`src/lacs_pkg.sv`:
```
`timescale 1ns / 1ps
// ----------------------------------------------------------------------------
// lacs_pkg
// Shared types, codes and the battery range table of the charger supervisor.
// ----------------------------------------------------------------------------
package lacs_pkg;

    localparam int TYPE_W         = 3;
    localparam int TYPE_COUNT_DEF = 5;
    localparam int ROWS           = 7;
    localparam int VAL_W          = 12;
    localparam int USB_W          = 8;
    localparam int LED_W          = 7;
    localparam int ADDR_W         = 3;
    localparam int DATA_W         = 32;

    // battery status codes
    localparam logic [1:0] BS_NORMAL   = 2'd0;
    localparam logic [1:0] BS_REVERSED = 2'd1;
    localparam logic [1:0] BS_ERROR    = 2'd2;

    // supply status codes
    localparam logic [1:0] SS_CHARGE   = 2'd0;
    localparam logic [1:0] SS_MAINTAIN = 2'd1;
    localparam logic [1:0] SS_NONE     = 2'd2;
    localparam logic [1:0] SS_OVERVOLT = 2'd3;

    // usb status codes
    localparam logic [1:0] US_IDLE     = 2'd0;
    localparam logic [1:0] US_ONE_AMP  = 2'd1;
    localparam logic [1:0] US_TWO_AMP  = 2'd2;

    // display commands
    localparam logic [1:0] DISP_NONE    = 2'd0;
    localparam logic [1:0] DISP_NUM     = 2'd1;
    localparam logic [1:0] DISP_DEFAULT = 2'd2;

    // key codes
    localparam logic [2:0] KEY_NONE     = 3'd0;
    localparam logic [2:0] KEY_VOLTAGE  = 3'd1;
    localparam logic [2:0] KEY_CURRENT  = 3'd2;
    localparam logic [2:0] KEY_CAPACITY = 3'd3;
    localparam logic [2:0] KEY_PERCENT  = 3'd4;

    // led bit positions
    localparam int LED_REV  = 0;
    localparam int LED_ERR  = 1;
    localparam int LED_MODE = 2;
    localparam int LED_FIX  = 3;
    localparam int LED_CHG  = 4;
    localparam int LED_U1   = 5;
    localparam int LED_U2   = 6;

    // register indexes
    localparam logic REG_THRESHOLD = 1'b0;
    localparam logic REG_USB_SPLIT = 1'b1;

    localparam logic [VAL_W-1:0] THRESHOLD_RST = 12'd10;
    localparam logic [USB_W-1:0] USB_SPLIT_RST = 8'd10;

    localparam logic [2:0] LAST_BS_RST = 3'd7;
    localparam logic [2:0] LAST_SS_RST = 3'd7;
    localparam logic [1:0] LAST_US_RST = 2'd3;

    typedef struct packed {
        logic [VAL_W-1:0] battery_voltage;
        logic [VAL_W-1:0] supply_voltage;
        logic [VAL_W-1:0] battery_current;
        logic [USB_W-1:0] usb_current;
        logic             reversed;
        logic             aux_valid;
        logic [2:0]       key;
    } t_in_item;

    typedef struct packed {
        logic [1:0]       battery_status;
        logic [1:0]       supply_status;
        logic [1:0]       usb_status;
        logic             relay_on;
        logic [LED_W-1:0] led_bits;
        logic [1:0]       display_cmd;
        logic [VAL_W-1:0] display_value;
    } t_out_item;

    typedef struct packed {
        logic [VAL_W-1:0] present_threshold;
        logic [USB_W-1:0] usb_split;
    } t_cfg;

    typedef struct packed {
        logic [VAL_W-1:0] lo;
        logic [VAL_W-1:0] hi;
        logic [VAL_W-1:0] nom;
        logic [VAL_W-1:0] maxv;
    } t_row;

    // battery range table, unused rows never match
    function automatic t_row range_row(input logic [TYPE_W-1:0] idx);
        t_row row;
        case (idx)
            3'd0:    row = '{lo: 12'd48,  hi: 12'd72,  nom: 12'd55,  maxv: 12'd73};
            3'd1:    row = '{lo: 12'd96,  hi: 12'd143, nom: 12'd114, maxv: 12'd145};
            3'd2:    row = '{lo: 12'd192, hi: 12'd286, nom: 12'd228, maxv: 12'd290};
            3'd3:    row = '{lo: 12'd288, hi: 12'd432, nom: 12'd331, maxv: 12'd438};
            3'd4:    row = '{lo: 12'd440, hi: 12'd576, nom: 12'd441, maxv: 12'd584};
            default: row = '{lo: 12'd4095, hi: 12'd0, nom: 12'd4095, maxv: 12'd4095};
        endcase
        return row;
    endfunction

endpackage

```
`src/lacs_regs.sv`:
```
`timescale 1ns / 1ps
// ----------------------------------------------------------------------------
// lacs_regs
// Configuration registers behind a simple APB slave; pready is held high.
// ----------------------------------------------------------------------------
module lacs_regs (
    input  logic                        i_clk,
    input  logic                        i_rst_n,
    input  logic                        psel,
    input  logic                        penable,
    input  logic                        pwrite,
    input  logic [lacs_pkg::ADDR_W-1:0] paddr,
    input  logic [lacs_pkg::DATA_W-1:0] pwdata,
    output logic [lacs_pkg::DATA_W-1:0] prdata,
    output logic                        pready,
    output lacs_pkg::t_cfg              o_cfg
);
    import lacs_pkg::*;

    t_cfg r_cfg;
    logic w_wr;

    assign w_wr   = psel && penable && pwrite;
    assign pready = 1'b1;
    assign o_cfg  = r_cfg;

    always_ff @(posedge i_clk) begin
        if (!i_rst_n) begin
            r_cfg.present_threshold <= THRESHOLD_RST;
            r_cfg.usb_split         <= USB_SPLIT_RST;
        end else if (w_wr) begin
            unique case (paddr[2])
                REG_THRESHOLD: r_cfg.present_threshold <= pwdata[VAL_W-1:0];
                REG_USB_SPLIT: r_cfg.usb_split         <= pwdata[USB_W-1:0];
                default: ;
            endcase
        end
    end

    always_comb begin
        unique case (paddr[2])
            REG_THRESHOLD: prdata = DATA_W'(r_cfg.present_threshold);
            REG_USB_SPLIT: prdata = DATA_W'(r_cfg.usb_split);
            default:       prdata = '0;
        endcase
    end

endmodule

```
`src/lacs_core.sv`:
```
`timescale 1ns / 1ps
// ----------------------------------------------------------------------------
// lacs_core
// Status classification, relay and led tracking, display selection.
// ----------------------------------------------------------------------------
module lacs_core #(
    parameter int TYPE_COUNT = lacs_pkg::TYPE_COUNT_DEF
) (
    input  logic                i_clk,
    input  logic                i_rst_n,
    input  logic                i_step,
    input  lacs_pkg::t_in_item  i_item,
    input  lacs_pkg::t_cfg      i_cfg,
    output lacs_pkg::t_out_item o_result
);
    import lacs_pkg::*;

    localparam logic [TYPE_W-1:0] TYPE_UNKNOWN = TYPE_W'(TYPE_COUNT);

    logic [TYPE_W-1:0] r_type, n_type;
    logic [2:0]        r_last_bs, n_last_bs;
    logic [2:0]        r_last_ss, n_last_ss;
    logic [1:0]        r_last_us, n_last_us;
    logic              r_relay, n_relay;
    logic [LED_W-1:0]  r_led, n_led;

    t_row             w_cur_row;
    t_row             w_new_row;
    logic             w_found;
    logic             w_known;
    logic [1:0]       w_bs;
    logic [1:0]       w_ss;
    logic [1:0]       w_us;
    logic [1:0]       w_cmd;
    logic [VAL_W-1:0] w_val;

    assign w_cur_row = range_row(r_type);
    assign w_new_row = range_row(n_type);
    assign w_known   = n_type < TYPE_UNKNOWN;

    // battery classification and type latch
    always_comb begin
        n_type  = r_type;
        w_found = 1'b0;
        if (i_item.reversed) begin
            w_bs = BS_REVERSED;
        end else if (i_item.battery_voltage >= i_cfg.present_threshold) begin
            if (r_type >= TYPE_UNKNOWN) begin
                w_bs = BS_ERROR;
                for (int t = 0; t < ROWS; t++) begin
                    if (!w_found && t < TYPE_COUNT
                        && i_item.battery_voltage >= range_row(TYPE_W'(t)).lo
                        && i_item.battery_voltage <= range_row(TYPE_W'(t)).hi) begin
                        n_type  = TYPE_W'(t);
                        w_found = 1'b1;
                        w_bs    = BS_NORMAL;
                    end
                end
            end else if (i_item.battery_voltage >= w_cur_row.lo
                         && i_item.battery_voltage <= w_cur_row.hi) begin
                w_bs = BS_NORMAL;
            end else begin
                w_bs = BS_ERROR;
            end
        end else begin
            w_bs = BS_ERROR;
        end
    end

    // supply and usb classification
    always_comb begin
        w_ss = SS_NONE;
        if (w_known && w_bs == BS_NORMAL) begin
            if (i_item.aux_valid && i_item.supply_voltage <= w_new_row.maxv
                && i_item.supply_voltage >= w_new_row.nom) begin
                w_ss = (i_item.battery_voltage < w_new_row.nom) ? SS_MAINTAIN : SS_CHARGE;
            end else if (i_item.supply_voltage > w_new_row.maxv) begin
                w_ss = SS_OVERVOLT;
            end
        end

        if (i_item.usb_current != '0 && i_item.usb_current < i_cfg.usb_split) begin
            w_us = US_ONE_AMP;
        end else if (i_item.usb_current > i_cfg.usb_split) begin
            w_us = US_TWO_AMP;
        end else begin
            w_us = US_IDLE;
        end
    end

    // transitions in order: battery, supply, usb; the last writer wins
    always_comb begin
        n_led     = r_led;
        n_relay   = r_relay;
        n_last_bs = r_last_bs;
        n_last_ss = r_last_ss;
        n_last_us = r_last_us;
        w_cmd     = DISP_NONE;
        w_val     = '0;

        if ({1'b0, w_bs} != r_last_bs) begin
            case (w_bs)
                BS_REVERSED: begin
                    n_led[LED_REV] = 1'b1;
                    n_relay        = 1'b0;
                end
                BS_NORMAL: begin
                    n_led[LED_ERR] = 1'b0;
                    n_led[LED_REV] = 1'b0;
                    w_cmd          = DISP_NUM;
                    w_val          = i_item.battery_voltage;
                end
                default: begin
                    w_cmd          = DISP_DEFAULT;
                    n_led[LED_ERR] = 1'b1;
                    n_relay        = 1'b0;
                end
            endcase
            n_last_bs = {1'b0, w_bs};
        end

        if ({1'b0, w_ss} != r_last_ss) begin
            case (w_ss)
                SS_OVERVOLT: begin
                    n_led[LED_MODE] = 1'b1;
                    n_led[LED_FIX]  = 1'b0;
                    n_led[LED_CHG]  = 1'b0;
                    n_relay         = 1'b0;
                end
                SS_CHARGE: begin
                    n_led[LED_CHG] = 1'b1;
                    n_led[LED_FIX] = 1'b0;
                    n_relay        = 1'b1;
                end
                SS_MAINTAIN: begin
                    n_led[LED_FIX] = 1'b1;
                    n_led[LED_CHG] = 1'b0;
                    n_relay        = 1'b1;
                end
                default: begin
                    n_led[LED_FIX] = 1'b0;
                    n_led[LED_CHG] = 1'b0;
                    n_relay        = 1'b0;
                end
            endcase
            n_last_ss = {1'b0, w_ss};
        end

        // not charging lights the usb2a led just as two amp does
        if (w_us != r_last_us) begin
            n_led[LED_U1] = (w_us == US_ONE_AMP);
            n_led[LED_U2] = (w_us != US_ONE_AMP);
            n_last_us     = w_us;
        end

        if (w_bs == BS_NORMAL) begin
            case (i_item.key) inside
                KEY_VOLTAGE, KEY_CAPACITY: begin
                    w_cmd = DISP_NUM;
                    w_val = i_item.battery_voltage;
                end
                KEY_CURRENT: begin
                    w_cmd = DISP_NUM;
                    w_val = i_item.battery_current;
                end
                default: ;
            endcase
        end
    end

    always_ff @(posedge i_clk) begin
        if (!i_rst_n) begin
            r_type    <= TYPE_UNKNOWN;
            r_last_bs <= LAST_BS_RST;
            r_last_ss <= LAST_SS_RST;
            r_last_us <= LAST_US_RST;
            r_relay   <= 1'b0;
            r_led     <= '0;
        end else if (i_step) begin
            r_type    <= n_type;
            r_last_bs <= n_last_bs;
            r_last_ss <= n_last_ss;
            r_last_us <= n_last_us;
            r_relay   <= n_relay;
            r_led     <= n_led;
        end
    end

    assign o_result.battery_status = w_bs;
    assign o_result.supply_status  = w_ss;
    assign o_result.usb_status     = w_us;
    assign o_result.relay_on       = n_relay;
    assign o_result.led_bits       = n_led;
    assign o_result.display_cmd    = w_cmd;
    assign o_result.display_value  = w_val;

endmodule

```
`src/lead_acid_charger_supervisor.sv`:
```
`timescale 1ns / 1ps
// path: an accepted input transaction is held in the input register, then its
//   result is registered in the result stage once that stage is free or emptying
// throughput: one item per cycle while the output is not stalled, set by the
//   single classify pass between the input register and the result register
// reset: synchronous active low; clears both stages, battery type to unknown,
//   last statuses to none seen, relay and leds off, registers to defaults
// ----------------------------------------------------------------------------
// lead_acid_charger_supervisor
// Charger supervisor top level: input stage, status logic, result stage.
// ----------------------------------------------------------------------------
module lead_acid_charger_supervisor #(
    parameter int TYPE_COUNT = lacs_pkg::TYPE_COUNT_DEF
) (
    input  logic                        i_clk,
    input  logic                        i_rst_n,
    input  logic                        i_in_valid,
    output logic                        o_in_stall,
    input  lacs_pkg::t_in_item          i_in_data,
    output logic                        o_out_valid,
    input  logic                        i_out_stall,
    output lacs_pkg::t_out_item         o_out_data,
    input  logic                        psel,
    input  logic                        penable,
    input  logic                        pwrite,
    input  logic [lacs_pkg::ADDR_W-1:0] paddr,
    input  logic [lacs_pkg::DATA_W-1:0] pwdata,
    output logic [lacs_pkg::DATA_W-1:0] prdata,
    output logic                        pready
);
    import lacs_pkg::*;

    t_cfg      w_cfg;
    t_out_item w_result;
    logic      w_move;
    logic      w_accept;

    logic      r_s1_valid;
    t_in_item  r_s1_item;
    logic      r_out_valid;
    t_out_item r_out_item;

    lacs_regs u_regs (
        .i_clk   (i_clk),
        .i_rst_n (i_rst_n),
        .psel    (psel),
        .penable (penable),
        .pwrite  (pwrite),
        .paddr   (paddr),
        .pwdata  (pwdata),
        .prdata  (prdata),
        .pready  (pready),
        .o_cfg   (w_cfg)
    );

    lacs_core #(
        .TYPE_COUNT (TYPE_COUNT)
    ) u_core (
        .i_clk    (i_clk),
        .i_rst_n  (i_rst_n),
        .i_step   (w_move),
        .i_item   (r_s1_item),
        .i_cfg    (w_cfg),
        .o_result (w_result)
    );

    // the input stage drains whenever the result stage is free or emptying
    assign w_move     = r_s1_valid && (!r_out_valid || !i_out_stall);
    assign o_in_stall = r_s1_valid && !w_move;
    assign w_accept   = i_in_valid && !o_in_stall;

    always_ff @(posedge i_clk) begin
        if (!i_rst_n) begin
            r_s1_valid  <= 1'b0;
            r_out_valid <= 1'b0;
        end else begin
            r_s1_valid <= w_accept || (r_s1_valid && !w_move);
            if (w_move) begin
                r_out_valid <= 1'b1;
            end else if (!i_out_stall) begin
                r_out_valid <= 1'b0;
            end
        end
    end

    always_ff @(posedge i_clk) begin
        if (w_accept) begin
            r_s1_item <= i_in_data;
        end
        if (w_move) begin
            r_out_item <= w_result;
        end
    end

    assign o_out_valid = r_out_valid;
    assign o_out_data  = r_out_item;

`ifndef SYNTH
    // the relay is only ever driven on by a charge or maintain transition
    a_relay_led: assert property (@(posedge i_clk) disable iff (!i_rst_n)
        o_out_valid && o_out_data.relay_on
        |-> (o_out_data.led_bits[LED_CHG] || o_out_data.led_bits[LED_FIX]))
        else $error("relay on without charge or maintain led");

    a_disp_value: assert property (@(posedge i_clk) disable iff (!i_rst_n)
        o_out_valid && o_out_data.display_cmd != DISP_NUM
        |-> o_out_data.display_value == '0)
        else $error("display value set without a number command");

    // a supply state other than none needs a normal battery
    a_supply_needs_batt: assert property (@(posedge i_clk) disable iff (!i_rst_n)
        o_out_valid && o_out_data.supply_status != SS_NONE
        |-> o_out_data.battery_status == BS_NORMAL)
        else $error("supply classified with battery not normal");

    a_move_fills: assert property (@(posedge i_clk) disable iff (!i_rst_n)
        w_move |=> o_out_valid)
        else $error("transaction lost between stages");
`endif

endmodule
```
`config.mk`:
```
export PLATFORM = sky130hd
export DESIGN_NAME = lead_acid_charger_supervisor
export DESIGN_NICKNAME = d
export VERILOG_FILES = /design/src/lacs_pkg.sv /design/src/lacs_regs.sv /design/src/lacs_core.sv /design/src/lead_acid_charger_supervisor.sv
export SDC_FILE = /design/constraint.sdc
export NUM_CORES = 1
export LEC_CHECK = 0
export BUFFER_PORTS_ARGS = -buffer_cell sky130_fd_sc_hd__buf_2
export CORE_MARGIN = 2
export CORE_UTILIZATION = 42
export CTS_BUF_LIST = sky130_fd_sc_hd__clkbuf_16
export DETAILED_ROUTE_END_ITERATION = 16
export PLACE_DENSITY = 0.64
export SLEW_MARGIN = 0
export SYNTH_ARGS = -nofsm -noshare
export SYNTH_HDL_FRONTEND = slang
export SYNTH_SLANG_ARGS = --single-unit
```
`constraint.sdc`:
```
create_clock -name i_clk -period 11.4 [get_ports i_clk]
set_clock_uncertainty 0.2 [all_clocks]
set_input_delay 2.28 -clock i_clk [delete_from_list [all_inputs] [get_ports i_clk]]
set_output_delay 2.28 -clock i_clk [all_outputs]
set_load 0.02 [all_outputs]
```
==> summary.txt <==
Run status
  – Outcome: finished, final reports clean

Global routing
  – Total track usage: 18.91%
  – Met1 usage: 25.84%
  – Gr busiest metal: met2
  – Vias in the first global route: 5210
  – Antenna violations before repair: 0
  – GRT Residual Overflow: 0
  – GR Util met2: 29.88%
  – Global-route wire length before repair: 26310 um
  – M3 GR Usage: 4.186%
  – Largest net degree at the start of global routing: 50

Floorplan
  – Chip Width: 133.1 um
  – Boundary pin count: 154
  – DIE AREA: 17710 sq um
  – Core area: 16410 sq um
  – Die H: 133.1 um
  – Starting density of the core: 42.66%
  – FP Rows: 47

Logic synthesis
  – Post-Syn Area: 6999 sq um
  – Post-synth ARST share: 0%
  – Cell variety after synth: 77
  – Main synth FF type: edfxtp_1
  – Cells after Synth: 714
  – Synth warn: 0
  – Seq/Total Area, Yosys: 44.76%
  – Seq cells post-synth: 118
  – Synth Area per Inst: 9.803 sq um
  – EDFF count, synth: 77

Timing
  – Hold violation total from the final report: 0
  – Final Cycle Share: 55.59%
  – Actual slew at the worst max-slew pin: 0.9022 ns
  – Fin worst setup slack: 5.063 ns
  – Setup TNS: 0 ns
  – Max Slew Vio Count: 0
  – Setup violators final: 0
  – RSZ-0062 raised after global routing: no
  – Final Hold Slack: 0.2550 ns
  – Fin crit period: 6.337 ns
  – Fmax: 0.1578 GHz
  – Slew HR: 39.63%

Setup path
  – Worst-path cell chain: ha_1, a211oi_2, nor2_1, or4b_4, o21a_1, a21oi_1, nor2_1, o21ai_0, ha_1, and3_1, nand4_1, a21oi_1, a2111o_1, nand2_1, nand4_2, o31ai_4, xor2_2, nor3b_2, or2_1
  – Crit path from: r_s1_item[42]
  – Crit Path Class: reg2reg
  – R2r endpoint: o_out_data[21]
  – Crit path max-delay family: compound AO/OA/AOI/OAI gates
  – R2r setup slk: 5.06 ns
  – RR Startpoint: r_s1_item[42]
  – Worst setup path end: o_out_data[21]
  – Crit path depth: 19
  – R2R cell count: 19
  – CP max stage cell: edfxtp_1
  – Crit path launch type: register
  – Worst-path maximum fanout: 13
  – WP data arrival: 6.30 ns
  – Required time worst endpoint: 11.37 ns
  – Worst Path Buf+Inv: 0
  – Critical path endpoint category: register
  – Crit-path max cell delay: 0.71 ns

Clocking
  – Setup Fix Bufs, Post-CTS: 0
  – Clock root buffer: clkbuf_16
  – Worst-Skew Late Latency: 0.42 ns
  – H-tree level count: 4
  – PostCTS Resize Cnt: 0
  – Clock sink count: 118
  – Cts bufs inserted: 17
  – Reg clk slew, reported paths: 0.06 ns
  – Hold buffers post-CTS: 0
  – CTS tree: built
  – CTS max path bufs: 2

Final layout
  – # nets final: 987
  – Area used by multi-input combinational logic: 3546 sq um
  – Commonest non-fill, non-tap cells in the layout: 110 x buf_2, 99 x nand2_1, 77 x edfxtp_1
  – Fraction of layout cells with a size suffix above 1: 20.86%
  – Antenna diode count: 0
  – P&R area growth vs syn: 18.43%
  – Register Area: 3133 sq um
  – Non-Filler Instances: 1054
  – Commonest non-fill, non-tap cell in the layout: buf_2
  – Filler cell count: 1520
  – Fin util: 50.52%

Power
  – Power per cell area: 149.0 nW/um^2
  – IR drop worst, VDD: 0.0001089 V
  – Leak: 3.490 nW

Detailed routing
  – Vias/cell: 5.278
  – DRC errors left: 0
  – WL final: 16210 um
  – Routed WL per cell: 15.37 um
  – Iter 0 DRT Violations: 369
  – Vias: 5563
  – First drt pass iteration count: 7
  – ANT nets after route: 0

Place
  – Placement Setup Slack: 5.115 ns
  – GPL Wtd Cong: 0.8313
  – HPWL after detailed placement: 11820 um
  – Post-Place Cells: 1022
  – Port bufs: 110

Run
  – Total of max-cap violations: 0

Hold path
  – Min-Delay Path Class: reg2reg
[registers in the layout, summed over array words and instances, names as in the netlist]
| signal | cells |
|---|---|
| u_core.r_last_us | 2 |
| u_core.r_relay | 1 |
| o_out_data | 28 |
| o_out_valid | 1 |
| r_s1_valid | 1 |
| u_core.r_led | 7 |
| u_core.r_type | 3 |
| u_core.r_last_bs | 3 |
| r_s1_item | 49 |
| u_core.r_last_ss | 3 |
| u_regs.o_cfg | 20 |
[worst min-delay path, delay by kind of cell (launching register included)]
family,cells,cell delay [ns]
AOI/OAI and AO/OA,1,0.05
DFF,1,0.31
and+or+nand+nor,1,0.05
[how the worst min path moves through the flow]
stage,start,end,depth (start not counted)
6_report,u_regs.o_cfg[10],u_regs.o_cfg[10],2
5_1_grt,u_regs.o_cfg[10],u_regs.o_cfg[10],2
4_1_cts,u_regs.o_cfg[17],u_regs.o_cfg[17],2
3_5_place_dp,u_regs.o_cfg[17],u_regs.o_cfg[17],2
3_3_place_gp,u_core.r_led[2],u_core.r_led[2],2
2_1_floorplan,r_s1_item[4],o_out_data[26],0
[power breakdown]
group / leakage (nW) / switching [mW] / total, mW / internal, mW
sequential: 1.07 / 0.0205 / 0.500 / 0.480
clock: 0.305 / 0.206 / 0.573 / 0.367
combinational: 2.12 / 0.0994 / 0.163 / 0.0632
[routing by layer]
metal / vias to the layer above / routed length (um)
met1: 2589 / 7787
met3: 19 / 664
met5: - / 0
met2: 136 / 7512
met4: 0 / 242
li1: 2819 / -
[cell type report]
| cell class | count | share of cell area, % |
|---|---|---|
| clock inverters | 15 | 2.475 |
| well taps | 220 | 3.321 |
| multi-input cells | 535 | 42.78 |
| inverters | 37 | 1.675 |
| clock buffers | 17 | 5.132 |
| flip-flops and latches | 118 | 37.80 |
| repair buffers | 112 | 6.823 |
[cells in the mapped netlist (3+ instances only)]
| library cell | instances | share of area [%] |
|---|---|---|
| o31a_1 | 3 | 0.38 |
| or2_1 | 4 | 0.36 |
| a22oi_1 | 4 | 0.43 |
| nor2b_1 | 9 | 0.80 |
| o21ai_0 | 38 | 2.7 |
| buf_2 | 4 | 0.29 |
| o21ai_1 | 4 | 0.29 |
| and3_1 | 6 | 0.54 |
| nand2b_1 | 7 | 0.63 |
| inv_1 | 33 | 1.8 |
| a21oi_1 | 55 | 3.9 |
| and2_1 | 4 | 0.36 |
| edfxtp_1 | 77 | 33 |
| nor4_1 | 6 | 0.54 |
| a31oi_1 | 6 | 0.54 |
| nand4_1 | 9 | 0.80 |
| dfxtp_1 | 41 | 12 |
| clkbuf_1 | 15 | 0.80 |
| o41ai_1 | 3 | 0.38 |
| nor2_1 | 56 | 3.0 |
| a22o_1 | 10 | 1.3 |
| buf_4 | 21 | 2.3 |
| nand2_1 | 99 | 5.3 |
| inv_2 | 4 | 0.21 |
| nor4b_1 | 3 | 0.38 |
| a21o_1 | 8 | 0.86 |
| o211ai_1 | 10 | 1.1 |
| o21a_1 | 6 | 0.64 |
| a211oi_1 | 6 | 0.64 |
| ha_1 | 75 | 13 |
| nand3_1 | 13 | 0.93 |
| nor3_1 | 15 | 1.1 |
[per-stage QoR]
stage,power [mW],area [sq um]
3_5_place_dp,0.6715,7659
5_1_grt,1.292,8289
3_3_place_gp,0.6681,7659
2_1_floorplan,0.6265,7071
6_report,1.235,8289
4_1_cts,1.248,8289
[logic make-up after synthesis]
logic type | Yosys count | share of synthesized area, %
AOI/OAI and AO/OA | 189 | 18.57
xor gates and xnor gates | 2 | 0.3576
adders and majority gates | 75 | 13.41
buffers and inverters | 80 | 5.702
DFF | 118 | 44.76
muxes | 2 | 0.3218
other | 2 | 0.1073
and+or+nand+nor | 246 | 16.77
Note: power is estimated with default switching activity, not from simulation.
